`src/skl_pkg.sv`:
```
// Shared types and constants for the sorted key list.
// Used by the controller, the datapath, the top level and the checker.
`default_nettype none

package skl_pkg;

   localparam int unsigned KEY_WIDTH        = 32;
   localparam int unsigned COMMAND_WIDTH    = 2;
   localparam int unsigned STATUS_WIDTH     = 2;
   localparam int unsigned ENTRY_WIDTH      = 7;
   localparam int unsigned DEFAULT_CAPACITY = 64;

   typedef enum logic [COMMAND_WIDTH-1:0] {
      CMD_SEARCH = 2'd0,
      CMD_INSERT = 2'd1,
      CMD_REMOVE = 2'd2
   } command_type;

   typedef enum logic [STATUS_WIDTH-1:0] {
      STATUS_OK     = 2'd0,
      STATUS_ABSENT = 2'd1,
      STATUS_FULL   = 2'd2
   } status_type;

   typedef struct packed {
      logic load;
      logic compare;
      logic apply;
   } ctrl_type;

endpackage : skl_pkg

`default_nettype wire

```
`src/skl_ctrl.sv`:
```
// Controller state machine for the sorted key list: handshakes and sequencing.
// Depends on skl_pkg; drives the datapath through a ctrl_type command.
`default_nettype none

module skl_ctrl (
   input  wire logic              clock,
   input  wire logic              reset,
   input  wire logic              req_valid,
   output logic                   req_stall,
   output logic                   rsp_valid,
   input  wire logic              rsp_stall,
   output skl_pkg::ctrl_type      ctrl
);
   import skl_pkg::*;

   typedef enum logic [1:0] {
      ST_IDLE,
      ST_COMPARE,
      ST_APPLY
   } state_type;

   state_type state_ff;
   state_type state_in;
   logic      rsp_valid_ff;
   logic      rsp_valid_in;
   logic      out_free;

   assign out_free  = !rsp_valid_ff || !rsp_stall;
   assign req_stall = !((state_ff == ST_IDLE) || ((state_ff == ST_APPLY) && out_free));

   always_comb begin
      ctrl         = '0;
      state_in     = state_ff;
      rsp_valid_in = rsp_valid_ff && rsp_stall;
      ctrl.load    = req_valid && !req_stall;
      case (state_ff)
         ST_IDLE: begin
            if (req_valid) begin
               state_in = ST_COMPARE;
            end
         end
         ST_COMPARE: begin
            ctrl.compare = 1'b1;
            state_in     = ST_APPLY;
         end
         ST_APPLY: begin
            if (out_free) begin
               ctrl.apply   = 1'b1;
               rsp_valid_in = 1'b1;
               state_in     = req_valid ? ST_COMPARE : ST_IDLE;
            end
         end
         default: begin
            state_in = ST_IDLE;
         end
      endcase
   end

   always_ff @(posedge clock) begin
      if (reset) begin
         state_ff     <= ST_IDLE;
         rsp_valid_ff <= 1'b0;
      end else begin
         state_ff     <= state_in;
         rsp_valid_ff <= rsp_valid_in;
      end
   end

   assign rsp_valid = rsp_valid_ff;

endmodule : skl_ctrl

`default_nettype wire

```
`config.mk`:
```
export PLATFORM = sky130hd
export DESIGN_NAME = skl_ctrl
export DESIGN_NICKNAME = d
export VERILOG_FILES = /design/src/skl_pkg.sv /design/src/skl_ctrl.sv
export SDC_FILE = /design/constraint.sdc
export NUM_CORES = 1
export LEC_CHECK = 0
export ABC_CLOCK_PERIOD_IN_PS = 1050
export BUFFER_PORTS_ARGS = -buffer_cell sky130_fd_sc_hd__buf_4
export CORE_AREA = 5 5 42 44
export DETAILED_ROUTE_END_ITERATION = 6
export DIE_AREA = 0 0 47 49
export GPL_ROUTABILITY_DRIVEN = 1
export PLACE_DENSITY = 0.35
export SKIP_LAST_GASP = 1
export SLEW_MARGIN = 30
export SYNTH_ARGS = -nofsm -noshare
export SYNTH_HDL_FRONTEND = slang
export SYNTH_SLANG_ARGS = --single-unit
```
`constraint.sdc`:
```
create_clock -name clock -period 1.05 [get_ports clock]
set_input_delay 0.2625 -clock clock [delete_from_list [all_inputs] [get_ports clock]]
set_output_delay 0.2625 -clock clock [all_outputs]
set_load 0.1 [all_outputs]
```
=== After elaboration in Yosys (flattened, before gate mapping) ===
Cells that the tools add are included.

* Register bits: 3
* Input port bits: 4
* Output and inout port bits: 5
* Logic and storage cells: 25

* Eq/ne operators: 4
* Mux-type cells: 9
* Reductions and logical operators: 10

{| class="wikitable"
|+ Operator list
! operator !! number
|-
| 1-bit 2-to-1 mux || 6
|-
| 2-bit one-hot mux with 3 select lines || 1
|-
| 2-bit 2-to-1 mux || 2
|-
| 2-bit != test (second input constant) || 2
|-
| 1-bit logical AND || 3
|-
| 1-bit zero test || 3
|-
| 2-bit by 1-bit equality test with 1-bit output (second input constant) || 1
|-
| 2-bit equality test (second input constant) || 1
|-
| 2-bit zero test || 1
|-
| 1-bit logical OR || 2
|-
| 2-bit AND reduction || 1
|}

=== Depth between registers and ports, before layout ===
Gate-level depths: netlist of run 1.

* Depth in word-level cells: 5
* Depth in mapped cells: 3
* Depth with buffers taken out: 2

=== Worst setup path before layout of run 1 ===
OpenSTA, ideal clock, no wires.

* Path kind: register to output
* From: register rsp_valid_ff, in the netlist rsp_valid
* To: output port ctrl[2] in the netlist's numbering
* Arrival: 3232 ps
* Data required time: 787 ps
* Setup slack: -2444 ps
* Cell stages (with the launch flop): 3
* Buffers on the path: 0
* Cell sequence: dfxtp_1 and3_4 nor3b_1

{| class="wikitable"
|+ RTL lines
! element !! line !! text
|-
| from (decl) || skl_ctrl.sv:24 || <nowiki>logic rsp_valid_ff;</nowiki>
|-
| from (signal assigned) || skl_ctrl.sv:65 || <nowiki>rsp_valid_ff <= rsp_valid_in;</nowiki>
|-
| to (decl) || skl_ctrl.sv:12 || <nowiki>output skl_pkg::ctrl_type ctrl</nowiki>
|}

==> impl_metrics.toml, run 1 <==
[status]
outcome = "complete, but fails checks"
violations = "setup timing"

[pwr]
power_mw = 0.504
peakVddDrop_v = 0.000537
leakage_nw = 0.184
p_per_area_nw_per_um2 = 1160

[yosys]
yosys-top-cells-count = "a21oi_1 (3), dfxtp_1 (3), nand2b_1 (2)"
synthTopCellsByArea = "dfxtp_1 (40%), a21oi_1 (9.9%), nor4b_2 (9.9%)"
synth-simple-area-share_pct = 43.0
synth-adder-area-share_pct = 0
synth_nets = 20
synth_area_per_cell_um2 = 9.46
ys.flop_type = "dfxtp_1"
ys_seq_area_share_pct = 39.7
synth-async-reset-ratio_pct = 0
synth.distinct_cells = 11
synthXorXnorAreaFrac_pct = 0
synth-compound-area-share_pct = 9.92
ys_ff_latch = 3
ys_warn_count = 0
synth_top_area_share_pct = 39.7
netlist_area_um2 = 151
netlist_instances = 16
yosys.area.top_type = "dfxtp_1"
synth_edf_count = 0
synth_top_family_by_area = "simple AND/OR/NAND/NOR gates"
muxShareOfSynthArea_pct = 0

[global_routing]
grt_util_met1_pct = 5.92
grt-busiest-layer = "met3"
antenna_found_initial = 0
use_met2_pct = 5.88
grt_pass1_vias = 200
overflow = 0
grt_usage_pct = 5.56
grt_max_degree = 6
grt_pass1_wl_um = 834
met3_usage_pct = 6.27

[setup_path]
crit_arrival_ns = 1.13
crit_chain = "and3_4, nor3b_4, buf_12"
required_ns = 0.79
critPathKind = "reg -> out"
cp_max_fo = 3
startpoint_type = "flop"
endpoint_kind = "output pin"
cp_slowest_cell = "dfxtp_4"
cpPeakStageDelay_ns = 0.33

[die]
die_height_um = 49
die_w_um = 47
core_um2 = 1400
start_util_pct = 10.8
die-area_um2 = 2300
rows = 14
io_pins = 9

[clocking]
cts_tree = "done"
insertion_delay_ns = 0.23
cts-root-buf = "clkbuf_4"
cts_buffers = 3
holdBufCountCts = 0
clockBufferDepth = 2
clock_tree.htree_level_count = 1
path_clk_slew_ns = 0.03
cts_sinks = 3

[sta]
maxSlewViolCount = 0
fin_crit_ns = 1.40
finalCritPeriodShare_pct = 133
max_slew.worst_pin.slew_ns = 0.181
rsz0062_at_grt = "true"
layout_setup_ws_ns = -0.346
hold_viol = 0
fmax_mhz = 716
tns_ns = -1.58
skew_ns = 0.00268
slew_headroom_pct = 87.9
setup_violations = 5

[route]
drc = 0
antenna_left = 0
via_per_inst = 3.56
dr_total_vias = 185
drtPass1Iterations = 2
wl_per_cell_um = 9.10
drt-total-wl_um = 473
detail_route.iter0.violations = 3

[min_path]
hold_path_class = "in -> reg"

[finish]
drive_gt1_share_pct = 83.3
area_growth_pct = 186
final_net_count = 41
layout.cells.non_filler = 52
antenna_cells = 0
fill_cells = 151

[placed_design]
place.gp.congestion = 0.673
pre_cts_slack_ns = -0.278
dpl.cell_count = 45
io_buffers = 8

[run]
max_cap_viol_count = 0
[worst max-delay path: cells and delay by family (launching register included)]
family / cells / cell delay (ns)
buf+inv: 1 / 0.20
flops: 1 / 0.33
simple gates: 2 / 0.38
[through the flow]
step | hold slack, ns | area [um^2] | util, %
2_1_floorplan | 0.322 | 170 | -
3_3_place_gp | 0.444 | 288 | 20.5
3_5_place_dp | 0.444 | 288 | 20.5
4_1_cts | 0.202 | 400 | 28.6
5_1_grt | 0.195 | 433 | 30.9
6_report | 0.211 | 433 | 30.9
[layer usage]
layer / part of all wire [%] / vias to the layer above
met3: 15 / 0
li1: - / 95
met2: 43 / 13
met5: 0 / -
met4: 0 / 0
met1: 42 / 77
[layout by cell type, fill, tap and decap left out]
cell      Yosys  routed
nand4b_1      1       1
nor4b_2       1       1
inv_2         0       1
clkbuf_1      0       1
nor3b_4       0       1
dfxtp_2       0       1
and3_4        1       1
buf_12        0       5
or2_4         0       1
nand2b_4      0       1
dfxtp_4       0       2
clkbuf_4      0       3
a21oi_1       3       2
buf_6         0       3
buf_4         1       9
a21oi_4       0       1
nand2b_1      2       1
nand2_1       1       1
[registers in the layout (all words and copies together) (netlist names)]
register,count
rsp_valid,1
state_ff,2
[repair_timing]
item / CTS / global route
endpoints found under the setup margin: 5 / 5
buffers inserted: 0 / 3
pin swaps: 1 / 1
resized for setup: 22 / 3
[cell families (layout without fill, tap and decap cells)]
kind of cell	after synthesis	after routing
AOI/OAI and AO/OA	3	3
buffers and inverters	2	22
and+or+nand+nor	8	8
DFF	3	3
[area by class of cell]
cell class | instances | area [um^2] | share of cell area (%)
inverters | 1 | 3.75 | 0.867
clock buffers | 4 | 26.3 | 6.07
flip-flops and latches | 3 | 68.8 | 15.9
multi-input cells | 11 | 113 | 26.0
well taps | 16 | 20.0 | 4.62
repair buffers | 17 | 201 | 46.5
[path summary, 6_finish.rpt]
kind	slack (ns)	start	end	depth (start not counted)
worst max register to register	0.13	state_ff[1]	state_ff[1]	4
worst max-delay path	-0.35	rsp_valid	ctrl[2]	3
worst min register to register	0.56	state_ff[0]	state_ff[0]	2
worst min-delay path	0.21	reset	rsp_valid	2
[where the power goes]
| group | leakage, nW | internal [mW] | switching, mW |
|---|---|---|---|
| combinational | 0.143 | 0.0802 | 0.104 |
| sequential | 0.0264 | 0.118 | 0.00566 |
| clock | 0.0150 | 0.142 | 0.0545 |
| total | 0.184 | 0.340 | 0.164 |
(Power assumes the default switching activity.)
==> inputs of run 2 (changes only) <==
--- a/config.mk
+++ b/config.mk
@@ -5,6 +5,7 @@
 export SDC_FILE = /design/constraint.sdc
 export NUM_CORES = 1
 export LEC_CHECK = 0
+export ABC_AREA = 1
 export ABC_CLOCK_PERIOD_IN_PS = 1050
 export BUFFER_PORTS_ARGS = -buffer_cell sky130_fd_sc_hd__buf_4
 export CORE_AREA = 5 5 42 44
==> run 2 against run 1 <==
  * The run still ends with setup timing left
  * Hold slack got worse by 0.0045 ns
  * Fmax increased by 5.2%
  * Global-route usage decreased by 0.49 points
  * Sequential power about the same
  * Largest power group unchanged
==> impl_metrics.toml, run 2 <==
[status]
outcome = "complete, but fails checks"
violations = "setup timing"

[finish]
final_net_count = 42
final_common_cell = "buf_4"
final_cell_mix = "buf_4 (7), buf_12 (4), inv_2 (3), nand2_4 (3), clkbuf_4 (3)"
largest_reg_flops = 2
antenna_cells = 0
drive_gt1_share_pct = 78.4
area_growth_pct = 156
final_util_pct = 26.3
top_register = "state_ff"

[yosys]
synth_area_per_cell_um2 = 6.26
synth_edf_count = 0
ys.flop_type = "dfxtp_1"
netlist_instances = 23
synth.distinct_cells = 7
yosys.area.top_type = "dfxtp_1"
synth_most_common_cell = "inv_1"
yosys-top-cells-count = "inv_1 (7), nand2_1 (6), dfxtp_1 (3), nor2_1 (3), a21oi_1 (2)"
synthTopCellsByArea = "dfxtp_1 (42%), inv_1 (18%), nand2_1 (16%)"
ys_seq_area_share_pct = 41.7
synth_top_area_share_pct = 41.7
synth-async-reset-ratio_pct = 0
ys_ff_latch = 3
synth_nets = 27
netlist_area_um2 = 144
ys_warn_count = 0

[die]
die_height_um = 49
die-area_um2 = 2300
io_pins = 9
start_util_pct = 10.3
core_um2 = 1400
die_w_um = 47
rows = 14

[clocking]
cts_sinks = 3
cts_buffers = 3
cts-root-buf = "clkbuf_4"
insertion_delay_ns = 0.23
clock_tree.htree_level_count = 1
cts_tree = "done"
path_clk_slew_ns = 0.03
clockBufferDepth = 2

[pwr]
p_comb_share_pct = 33.8
swShare_pct = 34.2
clkPwrFrac_pct = 40.4
net-switching-power_mw = 0.166
seqPwrFrac_pct = 25.8
leakage_nw = 0.183
intPower_mw = 0.320
p_per_area_nw_per_um2 = 1320
peakVddDrop_v = 0.000836

[route]
via_per_inst = 3.34
antenna_left = 0
drc = 0
detail_route.iter0.violations = 0
wl_per_cell_um = 7.96
drt-total-wl_um = 422
drtPass1Iterations = 1
dr_total_vias = 177

[sta]
finalCritPeriodShare_pct = 126
maxSlewViolCount = 0
slew_headroom_pct = 81.6
skew_ns = 0.000888
tns_ns = -0.983
rsz0062_at_grt = "true"
fin_crit_ns = 1.33
setup_violations = 5
whs_ns = 0.206
layout_setup_ws_ns = -0.278
max_slew.worst_pin.slew_ns = 0.279
hold_viol = 0
fmax_mhz = 753

[global_routing]
grt_usage_pct = 5.07
overflow = 0
grt_max_degree = 5
grt_pass1_wl_um = 814
grt_pass1_vias = 212
antenna_found_initial = 0

[setup_path]
critPathKind = "reg -> out"
required_ns = 0.79
crit_arrival_ns = 1.07
worstRegToRegCells = 5
cp_max_fo = 3
endpoint_kind = "output pin"
startpoint_type = "flop"

[placed_design]
hpwl_um = 309
io_buffers = 8
place.gp.congestion = 0.643

[run]
max_cap_viol_count = 0

[min_path]
hold_path_class = "in -> reg"
min_path_cells = 2
## run 2: cell types whose count changed in the layout (fill, tap and decap cells not counted), moves of 2 or more
cell     delta
inv_1       +2
nand2_4     +3
nor2_4      +2
buf_6       -3
inv_2       +2
buf_4       -2
## run 2: power by group through the flow
stage          Clock [mW]  Combinational, mW  Sequential (mW)
4_1_cts             0.204              0.156            0.124
3_3_place_gp            0              0.125            0.124
2_1_floorplan           0             0.0892            0.133
3_5_place_dp            0              0.125            0.124
5_1_grt             0.225              0.172            0.126
6_report            0.196              0.164            0.125
## run 2: final cells by class
class / instances / area, um^2
multi-input cells: 12 / 90.1
well taps: 16 / 20.0
flip-flops and latches: 3 / 66.3
fillers: 164 / 1030
repair buffers: 11 / 133
clock buffers: 4 / 26.3
inverters: 7 / 32.5
## run 2: path summary, 6_finish.rpt
kind	from	slack, ns	end
max	rsp_valid	-0.28	ctrl[0]
min	reset	0.21	rsp_valid
max reg2reg	state_ff[1]	0.22	rsp_valid
min reg2reg	rsp_valid	0.49	rsp_valid
## run 2: cell families (layout without fill, tap and decap cells)
group,Yosys count,after routing,synth area share (%)
simple gates,10,10,27.8
compound gates,2,2,6.96
flops,3,3,41.7
buf+inv,8,22,23.5
## run 2: timing repair
| action | 4_1_cts | 5_1_grt |
|---|---|---|
| pin swaps | 2 | 3 |
| buffers inserted | 1 | 1 |
| gates resized for setup | 17 | 6 |
| setup endpoints to repair | 5 | 5 |
| hold buffers | 0 | 0 |
## run 2: per-layer routing
layer  track usage [%]  share of wire (%)
met2              7.24                 45
met1              5.04                 41
met5                 0                  0
met4                 0                  0
met3              6.27                 14
## run 2: stage by stage
| step | instances | power [mW] | setup WS [ns] | instance area (um^2) |
|---|---|---|---|---|
| 5_1_grt | 53 | 0.522 | -0.346 | 368 |
| 2_1_floorplan | 23 | 0.222 | -0.479 | 169 |
| 4_1_cts | 52 | 0.484 | -0.323 | 335 |
| 3_5_place_dp | 47 | 0.250 | -0.203 | 249 |
| 3_3_place_gp | 47 | 0.249 | -0.199 | 249 |
| 6_report | 53 | 0.486 | -0.278 | 368 |
## run 2: critical path: stages (launching register included)
cell	delay, ns
dfxtp_4	0.34
nand2_4	0.06
inv_4	0.04
buf_4	0.13
nor2_4	0.09
buf_12	0.18
==> inputs of run 3 (changes only) <==
--- a/config.mk
+++ b/config.mk
@@ -8,9 +8,9 @@
 export ABC_AREA = 1
 export ABC_CLOCK_PERIOD_IN_PS = 1050
 export BUFFER_PORTS_ARGS = -buffer_cell sky130_fd_sc_hd__buf_4
-export CORE_AREA = 5 5 42 44
+export CORE_AREA = 2 2 39 41
 export DETAILED_ROUTE_END_ITERATION = 6
-export DIE_AREA = 0 0 47 49
+export DIE_AREA = 0 0 41 43
 export GPL_ROUTABILITY_DRIVEN = 1
 export PLACE_DENSITY = 0.35
 export SKIP_LAST_GASP = 1
==> run 3 against run 2 <==
  * Sequential share of layout area is 1.7 points higher
  * Sequential cell count stayed put
  * Design area is 8.8% lower
  * Sequential power hardly changed
  * Via count is 7.9% lower
  * Clock skew hardly changed
  * Total power is 1.8% lower
  * Clock-buffer cell count stayed put
  * Clock power is 2% higher
  * The run still ends with setup timing left
  * Die area is 23% lower
==> impl_metrics.toml, run 3 (same netlist as run 2, synthesis figures left out) <==
[min_path]
hp-start = "reset"
hold_path_class = "in -> reg"
holdPathEnd = "rsp_valid"
min_path_cells = 2

[placed_design]
pre_cts_slack_ns = -0.200
dpl.cell_count = 47
hpwl_um = 256
place.gp.congestion = 0.609
io_buffers = 8
place_area_um2 = 249

[sta]
skew_ns = 0.00125
fin_crit_ns = 1.35
maxSlewViolCount = 0
slew_headroom_pct = 81.7
max_slew.worst_pin.slew_ns = 0.277
fmax_mhz = 740
hold_viol = 0
finalCritPeriodShare_pct = 129
layout_setup_ws_ns = -0.302
rsz0062_at_grt = "true"
whs_ns = 0.197
setup_violations = 5
tns_ns = -0.957

[setup_path]
endpoint_kind = "output pin"
critPathKind = "reg -> out"
crit_arrival_ns = 1.09
startpoint_type = "flop"
timing.rr.end = "rsp_valid"
reg2reg_from = "state_ff[1]"
cp_max_fo = 3
worstRegToRegCells = 5
r2r_slack_ns = 0.22
required_ns = 0.79

[pwr]
leakage_nw = 0.156
p_per_area_nw_per_um2 = 1420
peakVddDrop_v = 0.000433
power_mw = 0.477

[route]
antenna_left = 0
dr_total_vias = 163
drt-total-wl_um = 289
detail_route.iter0.violations = 0
wl_per_cell_um = 5.56
drc = 0
via_per_inst = 3.13
drtPass1Iterations = 1

[finish]
largest_reg_flops = 2
final_net_count = 41
drive_gt1_share_pct = 75.0
area_growth_pct = 133
final_util_pct = 24.2
top_register = "state_ff"
layout.cells.non_filler = 52
design_area_um2 = 335
antenna_cells = 0
final_cell_mix = "buf_4 (6), inv_2 (4), nand2_2 (4), buf_12 (4), clkbuf_4 (3)"
final_common_cell = "buf_4"

[global_routing]
grt_pass1_wl_um = 441
grt_pass1_vias = 134
grt_usage_pct = 4.32
grt_max_degree = 5
antenna_found_initial = 0
overflow = 0

[die]
die_w_um = 41
io_pins = 9
core_um2 = 1380
start_util_pct = 10.4
die-area_um2 = 1760
die_height_um = 43
rows = 14

[clocking]
clock_tree.htree_level_count = 1
cts_sinks = 3
cts_buffers = 3
holdBufCountCts = 0
cts_tree = "done"
clockBufferDepth = 2
path_clk_slew_ns = 0.04
cts-root-buf = "clkbuf_4"
insertion_delay_ns = 0.23

[status]
outcome = "complete, but fails checks"
violations = "setup timing"

[run]
max_cap_viol_count = 0
## run 3: changes by cell type in the layout (fill, tap and decap cells not counted), sizes merged
cell / delta
buf: -1
## run 3: worst max-delay path by stage
stage	from	end
floorplan	rsp_valid	ctrl[2]
global placement	rsp_stall	ctrl[2]
detailed placement	rsp_stall	ctrl[2]
CTS	rsp_valid	ctrl[2]
global route	rsp_valid	ctrl[2]
finish	rsp_valid	ctrl[2]
## run 3: timing repair
item | 4_1_cts | 5_1_grt
resized for setup | 14 | 3
pin swaps | 3 | 3
endpoints found under the setup margin | 5 | 5
setup buffers | 1 | 0
## run 3: area by class of cell
| type | instances | area [um^2] |
|---|---|---|
| clock buffers | 4 | 26.3 |
| fillers | 157 | 1050 |
| inverters | 7 | 30.0 |
| multi-input cells | 12 | 67.6 |
| flip-flops and latches | 3 | 66.3 |
| well taps | 16 | 20.0 |
| repair buffers | 10 | 125 |
## run 3: critical path, cell delays in order, from the launching register on
cell and delay [ns]:
dfxtp_4 0.34, nand2_2 0.05, inv_2 0.06, nand2_2 0.06, nand2_2 0.09, clkinvlp_4 0.09
buf_12 0.17
## run 3: where the power goes
part / switching, mW / internal, mW
sequential: 0.00436 / 0.119
clock: 0.0581 / 0.142
combinational: 0.0993 / 0.0540
total: 0.162 / 0.315
## run 3: layer usage
metal | wire [um] | track usage (%) | vias to the layer above
li1 | - | - | 92
met1 | 108 | 4.18 | 68
met2 | 167 | 4.69 | 3
met3 | 13 | 3.14 | 0
met4 | 0 | 6.00 | 0
met5 | 0 | 0 | -
